**config.mk**
```make
export PLATFORM = sky130hd
export DESIGN_NAME = lars_cfg
export DESIGN_NICKNAME = d
export VERILOG_FILES = /design/src/design/lars_pkg.sv /design/src/design/lars_cfg.sv
export SDC_FILE = /design/constraint.sdc
export NUM_CORES = 1
export LEC_CHECK = 0
export BUFFER_PORTS_ARGS = -buffer_cell sky130_fd_sc_hd__buf_4
export CELL_PAD_IN_SITES_DETAIL_PLACEMENT = 1
export CELL_PAD_IN_SITES_GLOBAL_PLACEMENT = 2
export CORE_UTILIZATION = 28
export DETAILED_ROUTE_END_ITERATION = 10
export GPL_TIMING_DRIVEN = 0
export PLACE_DENSITY = 0.91
export SLEW_MARGIN = 25
export SYNTH_ARGS = -nofsm -noshare
export SYNTH_HDL_FRONTEND = slang
export SYNTH_SLANG_ARGS = --single-unit
```
**constraint.sdc**
```tcl
create_clock -name clk -period 1.2 [get_ports clk]
set_input_delay 0.12 -clock clk [delete_from_list [all_inputs] [get_ports clk]]
set_output_delay 0.12 -clock clk [all_outputs]
set_load 0.01 [all_outputs]
```
**src/design/lars_pkg.sv**
```systemverilog
// ----------------------------------------------------------------------------
// lars_pkg
// shared types, constants and helpers for the local alignment row scorer
// ----------------------------------------------------------------------------
package lars_pkg;

    localparam int MAX_REF = 1024;
    localparam int REF_AW  = $clog2(MAX_REF);
    localparam int CNT_W   = $clog2(MAX_REF + 1);

    localparam int RL_W    = 11;
    localparam int POS_W   = 10;
    localparam int BASE_W  = 8;
    localparam int SCORE_W = 24;
    localparam int IDX_W   = 27;
    localparam int SUM_W   = SCORE_W + 2;
    localparam int CFG_AW  = 5;
    localparam int CFG_DW  = 32;

    localparam logic [SCORE_W-1:0] SCORE_MAX = '1;
    localparam logic [BASE_W-1:0]  CASE_MASK = 8'hDF;

    localparam int RST_REF_LEN = 1;
    localparam logic [RL_W-1:0]    RST_REF_LENGTH     = RL_W'(RST_REF_LEN);
    localparam logic [6:0]         RST_MATCH_SCORE    = 7'd5;
    localparam logic [7:0]         RST_MISMATCH_SCORE = 8'hFC;
    localparam logic [7:0]         RST_GAP_OPEN       = 8'hF6;
    localparam logic [7:0]         RST_GAP_EXTEND     = 8'hFF;
    localparam logic               RST_EXTEND_MODE    = 1'b1;
    localparam logic [IDX_W-1:0]   RST_ENTRY0         = IDX_W'(RST_REF_LEN + 1);
    localparam logic [IDX_W-1:0]   RST_CELL_INDEX     = IDX_W'(RST_REF_LEN + 2);

    typedef enum logic [1:0] {
        DIR_STOP,
        DIR_DEL,
        DIR_DIAG,
        DIR_INS
    } dir_t;

    typedef enum logic {
        OP_LOAD,
        OP_QUERY
    } op_t;

    typedef enum logic [2:0] {
        REG_REF_LENGTH,
        REG_MATCH_SCORE,
        REG_MISMATCH_SCORE,
        REG_GAP_OPEN,
        REG_GAP_EXTEND,
        REG_EXTEND_MODE
    } reg_idx_t;

    typedef enum logic [1:0] {
        ST_IDLE,
        ST_SWEEP,
        ST_DRAIN,
        ST_DONE
    } seq_state_t;

    typedef struct packed {
        logic [RL_W-1:0] ref_length;
        logic [6:0]      match_score;
        logic [7:0]      mismatch_score;
        logic [7:0]      gap_open;
        logic [7:0]      gap_extend;
        logic            extend_mode;
    } cfg_t;

    typedef struct packed {
        logic [SCORE_W-1:0] score;
        dir_t               dir;
        logic [IDX_W-1:0]   start;
    } row_entry_t;

    typedef struct packed {
        logic              en;
        logic [REF_AW-1:0] addr;
        row_entry_t        data;
    } row_wr_t;

    typedef struct packed {
        logic              en;
        logic [REF_AW-1:0] addr;
        logic [BASE_W-1:0] data;
    } ref_wr_t;

    typedef struct packed {
        logic              start;
        logic              first;
        logic [CNT_W-1:0]  len;
        logic [CNT_W-1:0]  fill;
        logic [BASE_W-1:0] qbase;
    } row_cmd_t;

    typedef struct packed {
        logic             valid;
        logic [CNT_W-1:0] col;
        logic             last;
    } issue_t;

    typedef struct packed {
        logic [SCORE_W-1:0] score;
        logic [IDX_W-1:0]   start;
        logic [IDX_W-1:0]   stop;
    } result_t;

    function automatic logic [CNT_W-1:0] row_len(input logic [RL_W-1:0] rl);
        if (int'(rl) > MAX_REF)
        begin
            return CNT_W'(MAX_REF);
        end
        return CNT_W'(rl);
    endfunction

endpackage

```
**src/design/lars_cfg.sv**
```systemverilog
// ----------------------------------------------------------------------------
// lars_cfg
// apb register file holding the scoring and length settings
// ----------------------------------------------------------------------------
module lars_cfg (
    input  logic                         clk,
    input  logic                         rst_n,
    input  logic                         psel,
    input  logic                         penable,
    input  logic                         pwrite,
    input  logic [lars_pkg::CFG_AW-1:0]  paddr,
    input  logic [lars_pkg::CFG_DW-1:0]  pwdata,
    output logic [lars_pkg::CFG_DW-1:0]  prdata,
    output logic                         pready,
    output lars_pkg::cfg_t               cfg
);
    import lars_pkg::*;

    logic [RL_W-1:0] ref_length_reg;
    logic [6:0]      match_score_reg;
    logic [7:0]      mismatch_score_reg;
    logic [7:0]      gap_open_reg;
    logic [7:0]      gap_extend_reg;
    logic            extend_mode_reg;
    logic            wr_en;
    reg_idx_t        sel;

    assign pready = 1'b1;
    assign wr_en  = psel && penable && pwrite;
    assign sel    = reg_idx_t'(paddr[CFG_AW-1:2]);

    always_ff @(posedge clk or negedge rst_n)
    begin
        if (!rst_n)
        begin
            ref_length_reg     <= RST_REF_LENGTH;
            match_score_reg    <= RST_MATCH_SCORE;
            mismatch_score_reg <= RST_MISMATCH_SCORE;
            gap_open_reg       <= RST_GAP_OPEN;
            gap_extend_reg     <= RST_GAP_EXTEND;
            extend_mode_reg    <= RST_EXTEND_MODE;
        end
        else if (wr_en)
        begin
            unique case (sel)
                REG_REF_LENGTH:     ref_length_reg     <= pwdata[RL_W-1:0];
                REG_MATCH_SCORE:    match_score_reg    <= pwdata[6:0];
                REG_MISMATCH_SCORE: mismatch_score_reg <= pwdata[7:0];
                REG_GAP_OPEN:       gap_open_reg       <= pwdata[7:0];
                REG_GAP_EXTEND:     gap_extend_reg     <= pwdata[7:0];
                REG_EXTEND_MODE:    extend_mode_reg    <= pwdata[0];
                default:            ;
            endcase
        end
    end

    always_comb
    begin
        unique case (sel)
            REG_REF_LENGTH:     prdata = CFG_DW'(ref_length_reg);
            REG_MATCH_SCORE:    prdata = CFG_DW'(match_score_reg);
            REG_MISMATCH_SCORE: prdata = CFG_DW'(mismatch_score_reg);
            REG_GAP_OPEN:       prdata = CFG_DW'(gap_open_reg);
            REG_GAP_EXTEND:     prdata = CFG_DW'(gap_extend_reg);
            REG_EXTEND_MODE:    prdata = CFG_DW'(extend_mode_reg);
            default:            prdata = '0;
        endcase
    end

    assign cfg.ref_length     = ref_length_reg;
    assign cfg.match_score    = match_score_reg;
    assign cfg.mismatch_score = mismatch_score_reg;
    assign cfg.gap_open       = gap_open_reg;
    assign cfg.gap_extend     = gap_extend_reg;
    assign cfg.extend_mode    = extend_mode_reg;
endmodule

```
-- Word level (Yosys, flattened, before mapping)
Cells that the tools add are included.
- equality and inequality tests: 5
- muxes and demuxes: 1
- reductions and logical operators: 9
- operators by type and width (cell ; number):
    one-hot mux 11 bit (6 select lines) ; 1
    AND reduction 2 bit ; 6
    == test 3 x 2 -> 1 bit, second input constant ; 2
    == test 3 bit, second input constant ; 2
    == test 3 x 1 -> 1 bit, second input constant ; 1
    zero test 3 bit ; 1
    logical AND 1 bit ; 2
- bits in registers: 43

-- Longest topological paths before layout
- word-level depth: 3
- gate-level depth with buffers: 5
- depth with buffers taken out: 3

-- Worst setup path before layout
Ideal clock, no wire load.
- path kind: input-to-output
- start point: input port paddr[2] (netlist bit)
- end point: output port prdata[0] (netlist bit)
- data arrival time: 1121 ps
- required time: 1080 ps
- setup slack: -41 ps
- stages: 5
- cell sequence: buf_2 buf_2 mux2_2 a2bb2oi_1 o21ai_0
- longest elaborated chain between the ends: 2
- elaborated cells on any way between the ends: 7
- classes of those cells: eq/ne (5); mux (1); reduce/logical (1)
- ends and longest elaborated chain (what ; line ; text):
    start: declaration ; lars_cfg.sv:11 ; input logic [lars_pkg::CFG_AW-1:0] paddr,
    == test 3 bit (tied with other cells) ; lars_cfg.sv:59 ; unique case (sel)
    one-hot mux 11 bit (6 select lines) (*) ; lars_cfg.sv:59 ;
    end: declaration ; lars_cfg.sv:13 ; output logic [lars_pkg::CFG_DW-1:0] prdata,
Mark *: on every way between the ends. The rest lies on a longest branch, timed or not.

-- Worst setup path in the final report
- start point: register mismatch_score_reg[7]
- end point: output port prdata[7] (netlist bit)
- longest elaborated chain between the ends: 1
- ends and longest elaborated chain (what ; line ; text):
    start: declaration ; lars_cfg.sv:21 ; logic [7:0] mismatch_score_reg;
    start signal: assignment ; lars_cfg.sv:48 ; REG_MISMATCH_SCORE: mismatch_score_reg <= pwdata[7:0];
    one-hot mux 11 bit (6 select lines) ; lars_cfg.sv:59 ;
Every way passes these cells.

==> out/qor.yml <==
cts:
  clk_path_buf_depth: 2
  htree_levels: 2
  clk_latency_ns: 0.29
  clk_pin_slew_ns: 0.08
  cts_buffers: 5
  clockRootBuffer: "clkbuf_8"
  clock-sinks: 43
  cts_tree: "yes"
final_layout:
  utilization_pct: 42.25
  num-fill-cells: 895
  syn_to_final_growth_pct: 43.09
  diodes: 0
  layout_commonest_cell: "buf_4"
  nNetsFinal: 330
  final_cell_mix: "buf_4 (101), mux2_2 (34), dfstp_2 (24)"
  drive_above_1_share_pct: 70.24
  largest_register_ffs: 11
critical_path:
  cp-start-kind: "flip-flop"
  worstPathCellList: "mux2i_1 > o22a_1 > o21ai_2 > buf_4"
  max_stage_delay_ns: 0.54
  critical_path_class: "flip-flop to output pin"
  critPathMaxFanout: 2
  worstPathArrival_ns: 1.37
  required_ns: 1.08
  crit_slowest_cell: "dfstp_2"
  critPathCaptureType: "output pin"
sta:
  fmax_mhz: 670.3
  hold_slack_ns: 0.06015
  post-route-period-util_pct: 124.3
  fin_ws_ns: -0.2918
  slew_violations: 0
  min_period_ns: 1.492
  report.final.hold_viol_count: 0
  rsz0062_at_grt: "yes"
  fin_skew_ns: 0
  relSlewSlack_pct: 33.93
  setup_viol: 16
  tightest_slew_ns: 0.9857
power:
  cellPowerDensity_mw_per_mm2: 1378
  p_sw_mw: 1.366
  swShare_pct: 29.89
  p_int_mw: 3.204
  pwr-share-comb_pct: 35.1
  p_clk_share_pct: 19.6
  cellLeakagePower_nw: 1.615
  p_seq_share_pct: 45.4
  irDropWorstVdd_mv: 0.4638
route:
  drt-pass1-iter-count: 3
  vias_per_cell: 4.514
  wl_per_cell_um: 16.44
  drtAntennaViolNets: 0
  drtIter0Drc: 25
  vias: 1765
  wl_mm: 6.428
  route.detailed.drc: 0
placed_design:
  place_ws_ns: -0.5546
  place_congestion: 0.6761
  io_buffers: 71
  dp_hpwl_mm: 4.510
yosys:
  synthCells: 179
  yosysSeqAreaShare_pct: 47.73
  synth-edff-count: 0
  yosys_warnings: 0
  async_flop_share_pct: 100.0
  synth.largest_area_cell: "dfstp_2"
  ys_top_cells_by_area: "dfstp_2 (27%), dfrtp_1 (21%), mux2_2 (17%), buf_4 (7.5%), mux2_4 (6.5%)"
  synth_seq_cells: 43
  synth.distinct_cells: 33
  syn_area_mm2: 0.002317
  avgSynthCellArea_um2: 12.95
  post-synth-top-area-fraction_pct: 27.21
  synth_ff_type: "dfstp_2"
global_routing:
  grt_pass1_wl_mm: 10.09
  grt_pass1_vias: 1849
  grt-ovfl-total: 0
  antenna_found_initial: 0
  grt_max_degree: 44
  grt.total_usage_pct: 15.42
die:
  initial_utilization_pct: 29.53
  die_h_um: 92.97
  core_area_mm2: 0.007848
  fp.dieW_um: 92.97
  die_area_mm2: 0.008643
  ios: 118
  num_rows: 32
job:
  max_cap_violations: 0
hold_path:
  hold_class: "primary input to flip-flop"
status:
  violations: "negative setup slack"
  outcome: "complete, but fails checks"
## through the flow
stage	cell area (µm²)	power (mW)	std cells	setup TNS, ns
final	3316	4.570	391	-3.012
after global routing	3316	4.843	391	-4.114
after CTS	3271	4.583	390	-3.213
after detailed placement	3055	3.563	372	-16.94
after global placement	3055	3.508	372	-15.97
after floorplan	2395	2.811	199	-0.3443
## power by group through the flow
stage,logic [mW],clock network (mW),registers (mW)
6_report,1.60,0.895,2.07
5_1_grt,1.73,0.997,2.12
2_1_floorplan,0.615,0,2.20
4_1_cts,1.57,0.936,2.07
3_5_place_dp,1.45,0,2.11
3_3_place_gp,1.41,0,2.09
## routing by layer
| layer | vias to the layer above | share of wire [%] | track usage [%] |
|---|---|---|---|
| met5 | - | 0 | 0 |
| met1 | 888 | 44 | 20.35 |
| met4 | 0 | 1.1 | 3.846 |
| met2 | 55 | 50 | 25.67 |
| li1 | 816 | - | - |
| met3 | 6 | 4.7 | 3.252 |
## worst paths after layout
check / startpoint / depth (start not counted) / slack [ns] / end
worst max-delay path: mismatch_score_reg[7] / 4 / -0.29 / prdata[7]
worst min-delay path: pwdata[9] / 2 / 0.06 / ref_length_reg[9]
worst max register to register: mismatch_score_reg[7] / 2 / 0.36 / mismatch_score_reg[7]
worst min register to register: gap_open_reg[0] / 1 / 0.54 / gap_open_reg[0]
max in group asynchronous: rst_n / 2 / 0.44 / mismatch_score_reg[6]
min in group asynchronous: rst_n / 2 / 0.37 / ref_length_reg[1]
## cell usage after synthesis, types with 4 or more instances
cell type and count:
mux2_2 36, dfstp_2 24, buf_4 23, dfrtp_1 19, mux2_4 10, mux2i_1 9
buf_2 5, o21a_1 5, o21ai_0 5, nand2_1 4
## what timing repair did
| item | CTS | global route |
|---|---|---|
| buffers inserted | 9 | 2 |
| pin swaps | 7 | 2 |
| gates resized for setup | 18 | 11 |
| endpoints found under the setup margin | 27 | 30 |
| hold buffers | 1 | 0 |
| cloned | 0 | 0 |
| endpoints found under the hold margin | 19 | 0 |
## worst max-delay path: cells and delay by family (launching register included)
kind	cells	cell delay [ns]
flip-flops	1	0.54
multiplexers	1	0.06
AO/OA/AOI/OAI	2	0.34
buffers and inverters	1	0.14
## final cells by class
type / instances / area [µm²] / share of cell area (%)
Clock buffer: 5 / 68.82 / 2.075
Multi-Input combinational cell: 125 / 1121 / 33.81
Buffer: 31 / 240.2 / 7.245
Clock inverter: 3 / 15.01 / 0.4528
Timing Repair Buffer: 82 / 636.9 / 19.21
Tap cell: 102 / 127.6 / 3.849
Sequential cell: 43 / 1106 / 33.36
## kinds of logic after synthesis
logic type | share of synthesized area [%]
multiplexers | 27.86
flip-flops | 47.73
AND/OR/NAND/NOR | 7.883
buffers and inverters | 9.341
other | 0.3241
AO/OA/AOI/OAI | 6.858
Power figures use the tool's default switching activity.
