### config.mk
export PLATFORM = sky130hd
export DESIGN_NAME = lars_cell
export DESIGN_NICKNAME = d
export VERILOG_FILES = /design/src/design/lars_pkg.sv /design/src/design/lars_cell.sv
export SDC_FILE = /design/constraint.sdc
export NUM_CORES = 1
export LEC_CHECK = 0
export BUFFER_PORTS_ARGS = -buffer_cell sky130_fd_sc_hd__buf_4
export CAP_MARGIN = 20
export CORE_MARGIN = 3
export CORE_UTILIZATION = 40
export CTS_BUF_LIST = sky130_fd_sc_hd__clkbuf_4 sky130_fd_sc_hd__clkbuf_8
export DETAILED_ROUTE_END_ITERATION = 7
export GPL_TIMING_DRIVEN = 0
export SLEW_MARGIN = 5
export SYNTH_ARGS = -nofsm -noshare
export SYNTH_HDL_FRONTEND = slang
export SYNTH_SLANG_ARGS = --single-unit
### constraint.sdc
create_clock -name clk -period 20.9 [get_ports clk]
set_clock_uncertainty 0.1 [all_clocks]
set_input_delay 1.045 -clock clk [delete_from_list [all_inputs] [get_ports clk]]
set_output_delay 1.045 -clock clk [all_outputs]
set_load 0.03 [all_outputs]
### src/design/lars_pkg.sv
// ----------------------------------------------------------------------------
// lars_pkg
// shared types, constants and helpers for the local alignment row scorer
// ----------------------------------------------------------------------------
package lars_pkg;

    localparam int MAX_REF = 1024;
    localparam int REF_AW  = $clog2(MAX_REF);
    localparam int CNT_W   = $clog2(MAX_REF + 1);

    localparam int RL_W    = 11;
    localparam int POS_W   = 10;
    localparam int BASE_W  = 8;
    localparam int SCORE_W = 24;
    localparam int IDX_W   = 27;
    localparam int SUM_W   = SCORE_W + 2;
    localparam int CFG_AW  = 5;
    localparam int CFG_DW  = 32;

    localparam logic [SCORE_W-1:0] SCORE_MAX = '1;
    localparam logic [BASE_W-1:0]  CASE_MASK = 8'hDF;

    localparam int RST_REF_LEN = 1;
    localparam logic [RL_W-1:0]    RST_REF_LENGTH     = RL_W'(RST_REF_LEN);
    localparam logic [6:0]         RST_MATCH_SCORE    = 7'd5;
    localparam logic [7:0]         RST_MISMATCH_SCORE = 8'hFC;
    localparam logic [7:0]         RST_GAP_OPEN       = 8'hF6;
    localparam logic [7:0]         RST_GAP_EXTEND     = 8'hFF;
    localparam logic               RST_EXTEND_MODE    = 1'b1;
    localparam logic [IDX_W-1:0]   RST_ENTRY0         = IDX_W'(RST_REF_LEN + 1);
    localparam logic [IDX_W-1:0]   RST_CELL_INDEX     = IDX_W'(RST_REF_LEN + 2);

    typedef enum logic [1:0] {
        DIR_STOP,
        DIR_DEL,
        DIR_DIAG,
        DIR_INS
    } dir_t;

    typedef enum logic {
        OP_LOAD,
        OP_QUERY
    } op_t;

    typedef enum logic [2:0] {
        REG_REF_LENGTH,
        REG_MATCH_SCORE,
        REG_MISMATCH_SCORE,
        REG_GAP_OPEN,
        REG_GAP_EXTEND,
        REG_EXTEND_MODE
    } reg_idx_t;

    typedef enum logic [1:0] {
        ST_IDLE,
        ST_SWEEP,
        ST_DRAIN,
        ST_DONE
    } seq_state_t;

    typedef struct packed {
        logic [RL_W-1:0] ref_length;
        logic [6:0]      match_score;
        logic [7:0]      mismatch_score;
        logic [7:0]      gap_open;
        logic [7:0]      gap_extend;
        logic            extend_mode;
    } cfg_t;

    typedef struct packed {
        logic [SCORE_W-1:0] score;
        dir_t               dir;
        logic [IDX_W-1:0]   start;
    } row_entry_t;

    typedef struct packed {
        logic              en;
        logic [REF_AW-1:0] addr;
        row_entry_t        data;
    } row_wr_t;

    typedef struct packed {
        logic              en;
        logic [REF_AW-1:0] addr;
        logic [BASE_W-1:0] data;
    } ref_wr_t;

    typedef struct packed {
        logic              start;
        logic              first;
        logic [CNT_W-1:0]  len;
        logic [CNT_W-1:0]  fill;
        logic [BASE_W-1:0] qbase;
    } row_cmd_t;

    typedef struct packed {
        logic             valid;
        logic [CNT_W-1:0] col;
        logic             last;
    } issue_t;

    typedef struct packed {
        logic [SCORE_W-1:0] score;
        logic [IDX_W-1:0]   start;
        logic [IDX_W-1:0]   stop;
    } result_t;

    function automatic logic [CNT_W-1:0] row_len(input logic [RL_W-1:0] rl);
        if (int'(rl) > MAX_REF)
        begin
            return CNT_W'(MAX_REF);
        end
        return CNT_W'(rl);
    endfunction

endpackage

### src/design/lars_cell.sv
// ----------------------------------------------------------------------------
// lars_cell
// three stage cell datapath: move scores, deletion chain with write back,
// best score tracking
// ----------------------------------------------------------------------------
module lars_cell (
    input  logic                          clk,
    input  logic                          rst_n,
    input  lars_pkg::cfg_t                cfg,
    input  lars_pkg::row_cmd_t            cmd,
    input  lars_pkg::issue_t              issue,
    input  lars_pkg::row_entry_t          row_rd_data,
    input  logic [lars_pkg::BASE_W-1:0]   ref_rd_data,
    output lars_pkg::row_wr_t             row_wr,
    output logic                          busy,
    output lars_pkg::result_t             best
);
    import lars_pkg::*;

    // row bookkeeping
    logic [IDX_W-1:0]   cidx_reg;
    logic [IDX_W-1:0]   entry0_reg;
    logic [CNT_W-1:0]   fill_lim_reg;
    logic [BASE_W-1:0]  qbase_reg;
    logic [IDX_W-1:0]   c0;
    logic [IDX_W-1:0]   e0;

    // stage a
    logic               a_valid_reg;
    logic [CNT_W-1:0]   a_cell_reg;
    logic               a_last_reg;
    logic [SCORE_W-1:0] diag_reg;
    logic [IDX_W-1:0]   diag_idx_reg;
    logic               in_fill;
    logic [SCORE_W-1:0] above;
    dir_t               adir;
    logic [IDX_W-1:0]   astart;
    logic               eq;
    logic signed [SUM_W-1:0] sub_s;
    logic signed [SUM_W-1:0] gap_ins;
    logic signed [SUM_W-1:0] snp;
    logic signed [SUM_W-1:0] ins;
    logic               ins_wins;

    // stage b
    logic               b_valid_reg;
    logic [CNT_W-1:0]   b_cell_reg;
    logic               b_last_reg;
    logic signed [SUM_W-1:0] b_m1_reg;
    logic [IDX_W-1:0]   b_idx1_reg;
    dir_t               b_dir1_reg;
    logic signed [SUM_W-1:0] del_reg;
    logic [IDX_W-1:0]   prev_start_reg;
    logic               del_wins;
    logic               m1_wins;
    logic signed [SUM_W-1:0] m;
    logic [SCORE_W-1:0] m_sat;
    logic [IDX_W-1:0]   idx;
    dir_t               dir;
    logic               stop;
    logic [SCORE_W-1:0] w_score;
    dir_t               w_dir;
    logic [IDX_W-1:0]   w_start;
    logic signed [SUM_W-1:0] gap_del;
    logic signed [SUM_W-1:0] del_next;

    // stage c
    logic               c_valid_reg;
    logic [SCORE_W-1:0] c_score_reg;
    logic [IDX_W-1:0]   c_idx_reg;
    logic [IDX_W-1:0]   c_cidx_reg;
    logic [SCORE_W-1:0] best_score_reg;
    logic [IDX_W-1:0]   best_start_reg;
    logic [IDX_W-1:0]   best_end_reg;

    assign c0 = cmd.first ? IDX_W'(cmd.len) + IDX_W'(2) : cidx_reg;
    assign e0 = cmd.first ? IDX_W'(cmd.len) + IDX_W'(1) : entry0_reg;

    // stage a: diagonal and insertion candidates
    always_comb
    begin
        in_fill  = a_cell_reg <= fill_lim_reg;
        above    = in_fill ? row_rd_data.score : '0;
        adir     = in_fill ? row_rd_data.dir : DIR_STOP;
        astart   = in_fill ? row_rd_data.start : IDX_W'(a_cell_reg) + IDX_W'(1);
        eq       = ((qbase_reg ^ ref_rd_data) & CASE_MASK) == '0;
        sub_s    = eq ? $signed(SUM_W'(cfg.match_score))
                      : SUM_W'($signed(cfg.mismatch_score));
        gap_ins  = (cfg.extend_mode && adir == DIR_INS) ? SUM_W'($signed(cfg.gap_extend))
                                                         : SUM_W'($signed(cfg.gap_open));
        snp      = $signed({2'b00, diag_reg}) + sub_s;
        ins      = $signed({2'b00, above}) + gap_ins;
        ins_wins = ins > snp;
    end

    // stage b: deletion chain, clamp and stop
    always_comb
    begin
        del_wins = del_reg > b_m1_reg;
        m1_wins  = b_m1_reg > del_reg;
        m        = del_wins ? del_reg : b_m1_reg;
        idx      = del_wins ? prev_start_reg : b_idx1_reg;
        dir      = m1_wins ? b_dir1_reg : DIR_DEL;
        m_sat    = (m > $signed({2'b00, SCORE_MAX})) ? SCORE_MAX : m[SCORE_W-1:0];
        stop     = m <= $signed(SUM_W'(0));
        w_score  = stop ? '0 : m_sat;
        w_dir    = stop ? DIR_STOP : dir;
        w_start  = stop ? cidx_reg + IDX_W'(1) : idx;
        gap_del  = (cfg.extend_mode && w_dir == DIR_DEL) ? SUM_W'($signed(cfg.gap_extend))
                                                          : SUM_W'($signed(cfg.gap_open));
        del_next = $signed({2'b00, w_score}) + gap_del;
    end

    assign row_wr.en         = b_valid_reg;
    assign row_wr.addr       = REF_AW'(b_cell_reg - CNT_W'(1));
    assign row_wr.data.score = w_score;
    assign row_wr.data.dir   = w_dir;
    assign row_wr.data.start = w_start;

    always_ff @(posedge clk or negedge rst_n)
    begin
        if (!rst_n)
        begin
            a_valid_reg  <= 1'b0;
            b_valid_reg  <= 1'b0;
            c_valid_reg  <= 1'b0;
            cidx_reg     <= RST_CELL_INDEX;
            entry0_reg   <= RST_ENTRY0;
            fill_lim_reg <= '0;
        end
        else
        begin
            a_valid_reg <= issue.valid;
            b_valid_reg <= a_valid_reg;
            c_valid_reg <= b_valid_reg && !stop;
            if (cmd.start)
            begin
                fill_lim_reg <= cmd.fill;
                if (cmd.len == '0)
                begin
                    entry0_reg <= c0;
                    cidx_reg   <= c0 + IDX_W'(1);
                end
                else
                begin
                    entry0_reg <= e0;
                    cidx_reg   <= c0;
                end
            end
            else if (b_valid_reg)
            begin
                if (b_last_reg)
                begin
                    entry0_reg <= cidx_reg + IDX_W'(1);
                    cidx_reg   <= cidx_reg + IDX_W'(2);
                end
                else
                begin
                    cidx_reg <= cidx_reg + IDX_W'(1);
                end
            end
        end
    end

    always_ff @(posedge clk)
    begin
        a_cell_reg <= issue.col;
        a_last_reg <= issue.last;
        if (cmd.start)
        begin
            qbase_reg      <= cmd.qbase;
            diag_reg       <= '0;
            diag_idx_reg   <= e0;
            del_reg        <= '0;
            prev_start_reg <= e0;
        end
        else
        begin
            if (a_valid_reg)
            begin
                diag_reg     <= above;
                diag_idx_reg <= astart;
            end
            if (b_valid_reg)
            begin
                del_reg        <= del_next;
                prev_start_reg <= w_start;
            end
        end
        b_cell_reg  <= a_cell_reg;
        b_last_reg  <= a_last_reg;
        b_m1_reg    <= ins_wins ? ins : snp;
        b_idx1_reg  <= ins_wins ? astart : diag_idx_reg;
        b_dir1_reg  <= (snp <= ins) ? DIR_INS : DIR_DIAG;
        c_score_reg <= m_sat;
        c_idx_reg   <= idx;
        c_cidx_reg  <= cidx_reg;
    end

    // best score tracking
    always_ff @(posedge clk or negedge rst_n)
    begin
        if (!rst_n)
        begin
            best_score_reg <= '0;
            best_start_reg <= '0;
            best_end_reg   <= '0;
        end
        else if (cmd.start && cmd.first)
        begin
            best_score_reg <= '0;
            best_start_reg <= '0;
            best_end_reg   <= '0;
        end
        else if (c_valid_reg && best_score_reg < c_score_reg)
        begin
            best_score_reg <= c_score_reg;
            best_start_reg <= c_idx_reg;
            best_end_reg   <= c_cidx_reg;
        end
    end

    assign busy       = a_valid_reg || b_valid_reg || c_valid_reg;
    assign best.score = best_score_reg;
    assign best.start = best_start_reg;
    assign best.stop  = best_end_reg;
endmodule

**Yosys cells after proc, flatten, opt, wreduce, memory -nomap -nowiden**

Cells that the tools add are included.
W data, S select, Z words.

- Bits in registers: 414
- Input port bits: 151
- Output and inout bits: 143
- Logic and storage cells: 96

- $add $sub $neg: 10
- $lt $le $gt $ge: 8
- Equal/unequal tests: 2
- Mux-type cells: 36
- Bitwise operators: 1
- Reductions and logical operators: 15

Operator list:

| kind | number |
|---|---|
| $mux W27 | 22 |
| $mux W26 | 5 |
| $mux W24 | 5 |
| $add A25 B26 Y26 | 3 |
| $gt A26 B26 Y1 | 3 |
| $add A27 B1 Y27 const B | 2 |
| $add A27 B2 Y27 const B | 1 |
| $gt A26 B25 Y1 const B | 1 |
| $le A26 B1 Y1 const B | 1 |
| $le A26 B26 Y1 | 1 |
| $add A11 B1 Y12 const B | 2 |
| $lt A24 B24 Y1 | 1 |
| $add A11 B2 Y12 const B | 1 |
| $le A11 B11 Y1 | 1 |
| $logic_not A11 Y1 | 1 |
| $sub A10 B1 Y10 const B | 1 |
| $logic_not A8 Y1 | 1 |
| $reduce_bool A2 Y1 | 4 |
| $xor A8 B8 Y8 | 1 |
| $mux W2 | 3 |
| $logic_and A1 B1 Y1 | 5 |
| $eq A2 B1 Y1 const B | 1 |
| $eq A2 B2 Y1 const B | 1 |
| $logic_or A1 B1 Y1 | 2 |
| 3 further kinds | 3 |

**Longest topological paths before layout**

- Depth in word-level cells: 8
- Gate-level depth with buffers: 32
- Depth with buffers taken out: 29

**Least setup slack after synthesis**

No wires, ideal clock.

- Kind: input port to flip-flop
- Start: input port ref_rd_data[4] (netlist bit)
- End: register b_m1_reg[20]
- Setup time: 0.114 ns
- Data arrival time: 6.529 ns
- Required time: 20.686 ns
- Setup slack: 14.157 ns
- Stages: 24
- Buffers on the path: 2
- Cells stage by stage: xor2_1 nor4_1 nand4_1 nand2_1 inv_1 ha_1 nand3_1 a2111o_1 o221ai_1 a41oi_1 o311a_1 a21oi_1 o311a_1 inv_1 ha_1 nand4_1 nor4_1 nand2_1 o211a_1 mux2_2 clkbuf_1 clkbuf_1 nor2_1 a21o_1

- Word-level cells in the longest chain between the ends: 6

Ends and longest elaborated chain:

| element | RTL line | text |
|---|---|---|
| start, declared | lars_cell.sv:13 | `input logic [lars_pkg::BASE_W-1:0] ref_rd_data,` |
| $xor A8 B8 Y8 * | lars_cell.sv:86 | `eq = ((qbase_reg ^ ref_rd_data) & CASE_MASK) == '0;` |
| $logic_not A8 Y1 * | lars_cell.sv:86 |  |
| $mux W26 * | lars_cell.sv:87 | `sub_s = eq ? $signed(SUM_W'(cfg.match_score))` |
| $add A25 B26 Y26 * | lars_cell.sv:91 | `snp = $signed({2'b00, diag_reg}) + sub_s;` |
| $gt A26 B26 Y1 | lars_cell.sv:93 | `ins_wins = ins > snp;` |
| $mux W26 * | lars_cell.sv:192 | `b_m1_reg <= ins_wins ? ins : snp;` |
| end signal, assigned | lars_cell.sv:192 |  |
| end, declared | lars_cell.sv:49 | `logic signed [SUM_W-1:0] b_m1_reg;` |

Every way passes the cells marked *; elsewhere a longest branch is shown, timed or not.
A chain may end at the register's enable or synchronous reset.

**Final worst setup path**

- Start: register a_cell_reg[1]
- End: register b_m1_reg[4]

- Word-level cells in the longest chain between the ends: 8
- Elaborated cells between the ends (all ways): 9
- Those cells by class: add/sub: 1; order compare: 2; eq/ne: 1; mux: 4; reduce/logical: 1

Ends and longest elaborated chain:

| element | RTL line | text |
|---|---|---|
| start, declared | lars_cell.sv:30 | `logic [CNT_W-1:0] a_cell_reg;` |
| start signal, assigned | lars_cell.sv:167 | `a_cell_reg <= issue.col;` |
| $le A11 B11 Y1 * | lars_cell.sv:82 | `in_fill = a_cell_reg <= fill_lim_reg;` |
| $mux W2 | lars_cell.sv:84 | `adir = in_fill ? row_rd_data.dir : DIR_STOP;` |
| $eq A2 B2 Y1 | lars_cell.sv:89 | `gap_ins = (cfg.extend_mode && adir == DIR_INS) ? SUM_W'($signed(cfg.gap_extend))` |
| $logic_and A1 B1 Y1 | lars_cell.sv:89 |  |
| $mux W26 | lars_cell.sv:89 |  |
| $add A25 B26 Y26 * | lars_cell.sv:92 | `ins = $signed({2'b00, above}) + gap_ins;` |
| $gt A26 B26 Y1 | lars_cell.sv:93 |  |
| $mux W26 * | lars_cell.sv:192 |  |

Marked as above.

==> impl_metrics.env <==
export IMPL_rsz0062_at_grt="false"
export IMPL_die_w_um=254
export IMPL_syn_area_per_cell_um2=8.86
export IMPL_clkTransAtPathRegs_ns=0.06
export IMPL_antenna_found_initial=9
export IMPL_gr_total_overflow=0
export IMPL_cts_tree="done"
export IMPL_r2r_end="b_m1_reg[4]"
export IMPL_cts_root_buf="clkbuf_8"
export IMPL_yosys_warnings=0
export IMPL_leakagePower_nw=13.3
export IMPL_clock_latency_ns=0.67
export IMPL_r2r_setup_slack_ns=11.92
export IMPL_synth_nets=3091
export IMPL_clock_power_share=0.156
export IMPL_via_per_inst=5.60
export IMPL_grt_usage=0.259
export IMPL_cp_slowest_cell="o311ai_0"
export IMPL_dieArea_um2=64300
export IMPL_cpPeakStageDelay_ns=0.90
export IMPL_cts_made_buffers=75
export IMPL_status="finished, final reports clean"
export IMPL_setup_violations=0
export IMPL_cp_max_fo=10
export IMPL_grt_pass1_vias=21600
export IMPL_power_share_switching=0.495
export IMPL_period_share=0.430
export IMPL_nNetsFinal=3447
export IMPL_antenna_left=0
export IMPL_net_switching_power_mw=2.71
export IMPL_min_from="a_last_reg"
export IMPL_syn_cell_area_um2=24500
export IMPL_fin_crit_ns=8.98
export IMPL_wire_per_inst_um=21.3
export IMPL_max_slew_worst_pin_slew_ns=1.01
export IMPL_clock_sinks=412
export IMPL_pwr_share_seq=0.219
export IMPL_h_tree_depth=3
export IMPL_drt_pass1_iterations=6
export IMPL_final_cell_mix="371 x nand2_1, 278 x buf_4, 205 x dfxtp_1"
export IMPL_finalSetupTns_ns=0
export IMPL_power_mw=5.48
export IMPL_final_common_cell="nand2_1"
export IMPL_reg2regPathDepth=28
export IMPL_drt_total_wl_um=84800
export IMPL_synth_seq_cells=412
export IMPL_drc_errors=0
export IMPL_maxClockFrequency_ghz=0.111
export IMPL_combPwrFrac=0.625
export IMPL_worst_setup_path_type="reg2reg"
export IMPL_cts_buffer_depth=3
export IMPL_yosysSeqAreaShare=0.391
export IMPL_io_pins=294
export IMPL_worstPathRequired_ns=21.31
export IMPL_row_count=90
export IMPL_synthArstFlopShare=0.354
export IMPL_ys_flop_type="dfxtp_1"
export IMPL_ys_types=78
export IMPL_postCtsSetupBuffers=0
export IMPL_place_congestion=0.944
export IMPL_hold_viol_final=0
export IMPL_synthCells=2768
export IMPL_power_per_cell_area_nw_per_um2=187
export IMPL_r2r_start="a_cell_reg[1]"
export IMPL_cap_violations=0
export IMPL_holdPathStages=0
export IMPL_coreArea_um2=60500
export IMPL_dp_hpwl_um=67700
export IMPL_irDropWorstVdd_v=0.000130
export IMPL_cp_start_kind="flop"
export IMPL_max_slew_margin_rel=0.324
export IMPL_hp_class="reg2reg"
export IMPL_postCtsHoldBufs=0
export IMPL_slew_violations=0
export IMPL_vias=22300
export IMPL_p_int_mw=2.77
export IMPL_layout_drive_gt1_share=0.163
export IMPL_end_kind="flop"
export IMPL_fp_dieH_um=254
export IMPL_ctsResizeCount=0
export IMPL_initial_core_util=0.405
export IMPL_synth_edf_count=61
export IMPL_grt_pass1_wl_um=129000
export IMPL_cp_arrival_ns=9.39
export IMPL_holdPathEnd="b_last_reg"
export IMPL_areaGrowthSynthToFinish_pct=19.7
export IMPL_grt_max_degree=79
export IMPL_io_buffers=276
export IMPL_dr_first_iter_drc_count=1931
==> per-layer routing <==
| layer | up-vias | global-route usage | wire [µm] |
|---|---|---|---|
| met5 | - | 0 | 28 |
| met4 | 4 | 0.0641 | 1760 |
| met3 | 124 | 0.0495 | 6040 |
| met2 | 827 | 0.395 | 36900 |
| met1 | 10600 | 0.377 | 40100 |
| li1 | 10700 | - | - |
==> cells by family after synthesis <==
logic type / count (synthesis) / synth area share
multiplexers: 123 / 0.0527
flip-flops: 412 / 0.391
buffers and inverters: 321 / 0.0504
AND/OR/NAND/NOR: 826 / 0.153
XOR/XNOR: 162 / 0.0582
AO/OA/AOI/OAI: 752 / 0.206
adder cells (fa/ha/maj): 172 / 0.0887
==> power groups by stage <==
stage                     clock network [mW]  registers [mW]  logic (mW)
after floorplan                            0            1.24        2.17
final                                  0.852            1.20        3.42
after global routing                   0.904            1.22        3.69
after global placement                     0            1.21        3.32
after CTS                              0.869            1.20        3.39
after detailed placement                   0            1.21        3.36
==> worst max-delay path by stage <==
stage / from / end / slack [ns] / cells past startpoint
after floorplan: ref_rd_data[4] / b_m1_reg[20] / 14.16 / 24
after detailed placement: a_cell_reg[1] / b_m1_reg[4] / 11.93 / 28
after global placement: a_cell_reg[1] / b_m1_reg[4] / 11.44 / 27
final: a_cell_reg[1] / b_m1_reg[4] / 11.92 / 28
after global routing: a_cell_reg[1] / b_m1_reg[3] / 11.06 / 28
after CTS: a_cell_reg[1] / b_m1_reg[4] / 11.87 / 28
==> cell usage after synthesis, types with 54 or more instances <==
| cell type | instances | area share |
|---|---|---|
| nand2_1 | 371 | 0.057 |
| dfxtp_1 | 205 | 0.17 |
| a21oi_1 | 192 | 0.039 |
| nor2_1 | 181 | 0.028 |
| o21ai_0 | 174 | 0.036 |
| ha_1 | 169 | 0.086 |
| clkbuf_1 | 154 | 0.024 |
| dfrtp_1 | 143 | 0.15 |
| inv_1 | 137 | 0.021 |
| xnor2_1 | 90 | 0.032 |
| o311ai_0 | 81 | 0.029 |
| o2111ai_1 | 79 | 0.028 |
| mux2i_1 | 75 | 0.031 |
| xor2_1 | 71 | 0.025 |
| edfxtp_1 | 61 | 0.075 |
| a21o_1 | 54 | 0.017 |
==> through the flow <==
step           worst slack (ns)  cell area (µm²)  instances  hold WS [ns]   util
2_1_floorplan             14.16            24500       2768         0.210      -
6_report                  11.92            29300       3974         0.217  0.485
4_1_cts                   11.87            29300       3968         0.208  0.485
3_5_place_dp              11.93            27600       3829         0.231  0.457
5_1_grt                   11.06            29300       3970         0.217  0.485
3_3_place_gp              11.44            27600       3826         0.224  0.456
==> critical path: cells and delay by family, from the launching register on <==
family / cells / cell delay, ns
muxes: 2 / 0.73
buffers and inverters: 4 / 1.61
DFF: 1 / 0.44
and+or+nand+nor: 5 / 1.02
xor gates and xnor gates: 1 / 0.22
adders and majority gates: 3 / 0.95
AOI/OAI and AO/OA: 13 / 3.76
==> area by class of cell <==
class                           count  area (µm²)
Fill cell                        5779       31100
Multi-Input combinational cell   2035       13700
Sequential cell                   412        9590
Timing Repair Buffer              279        2140
Clock buffer                      116        1450
Tap cell                          782         978
Buffer                            183         718
Inverter                          138         518
Clock inverter                     23         238
Antenna cell                        6        15.0
Power figures use the tool's default switching activity.
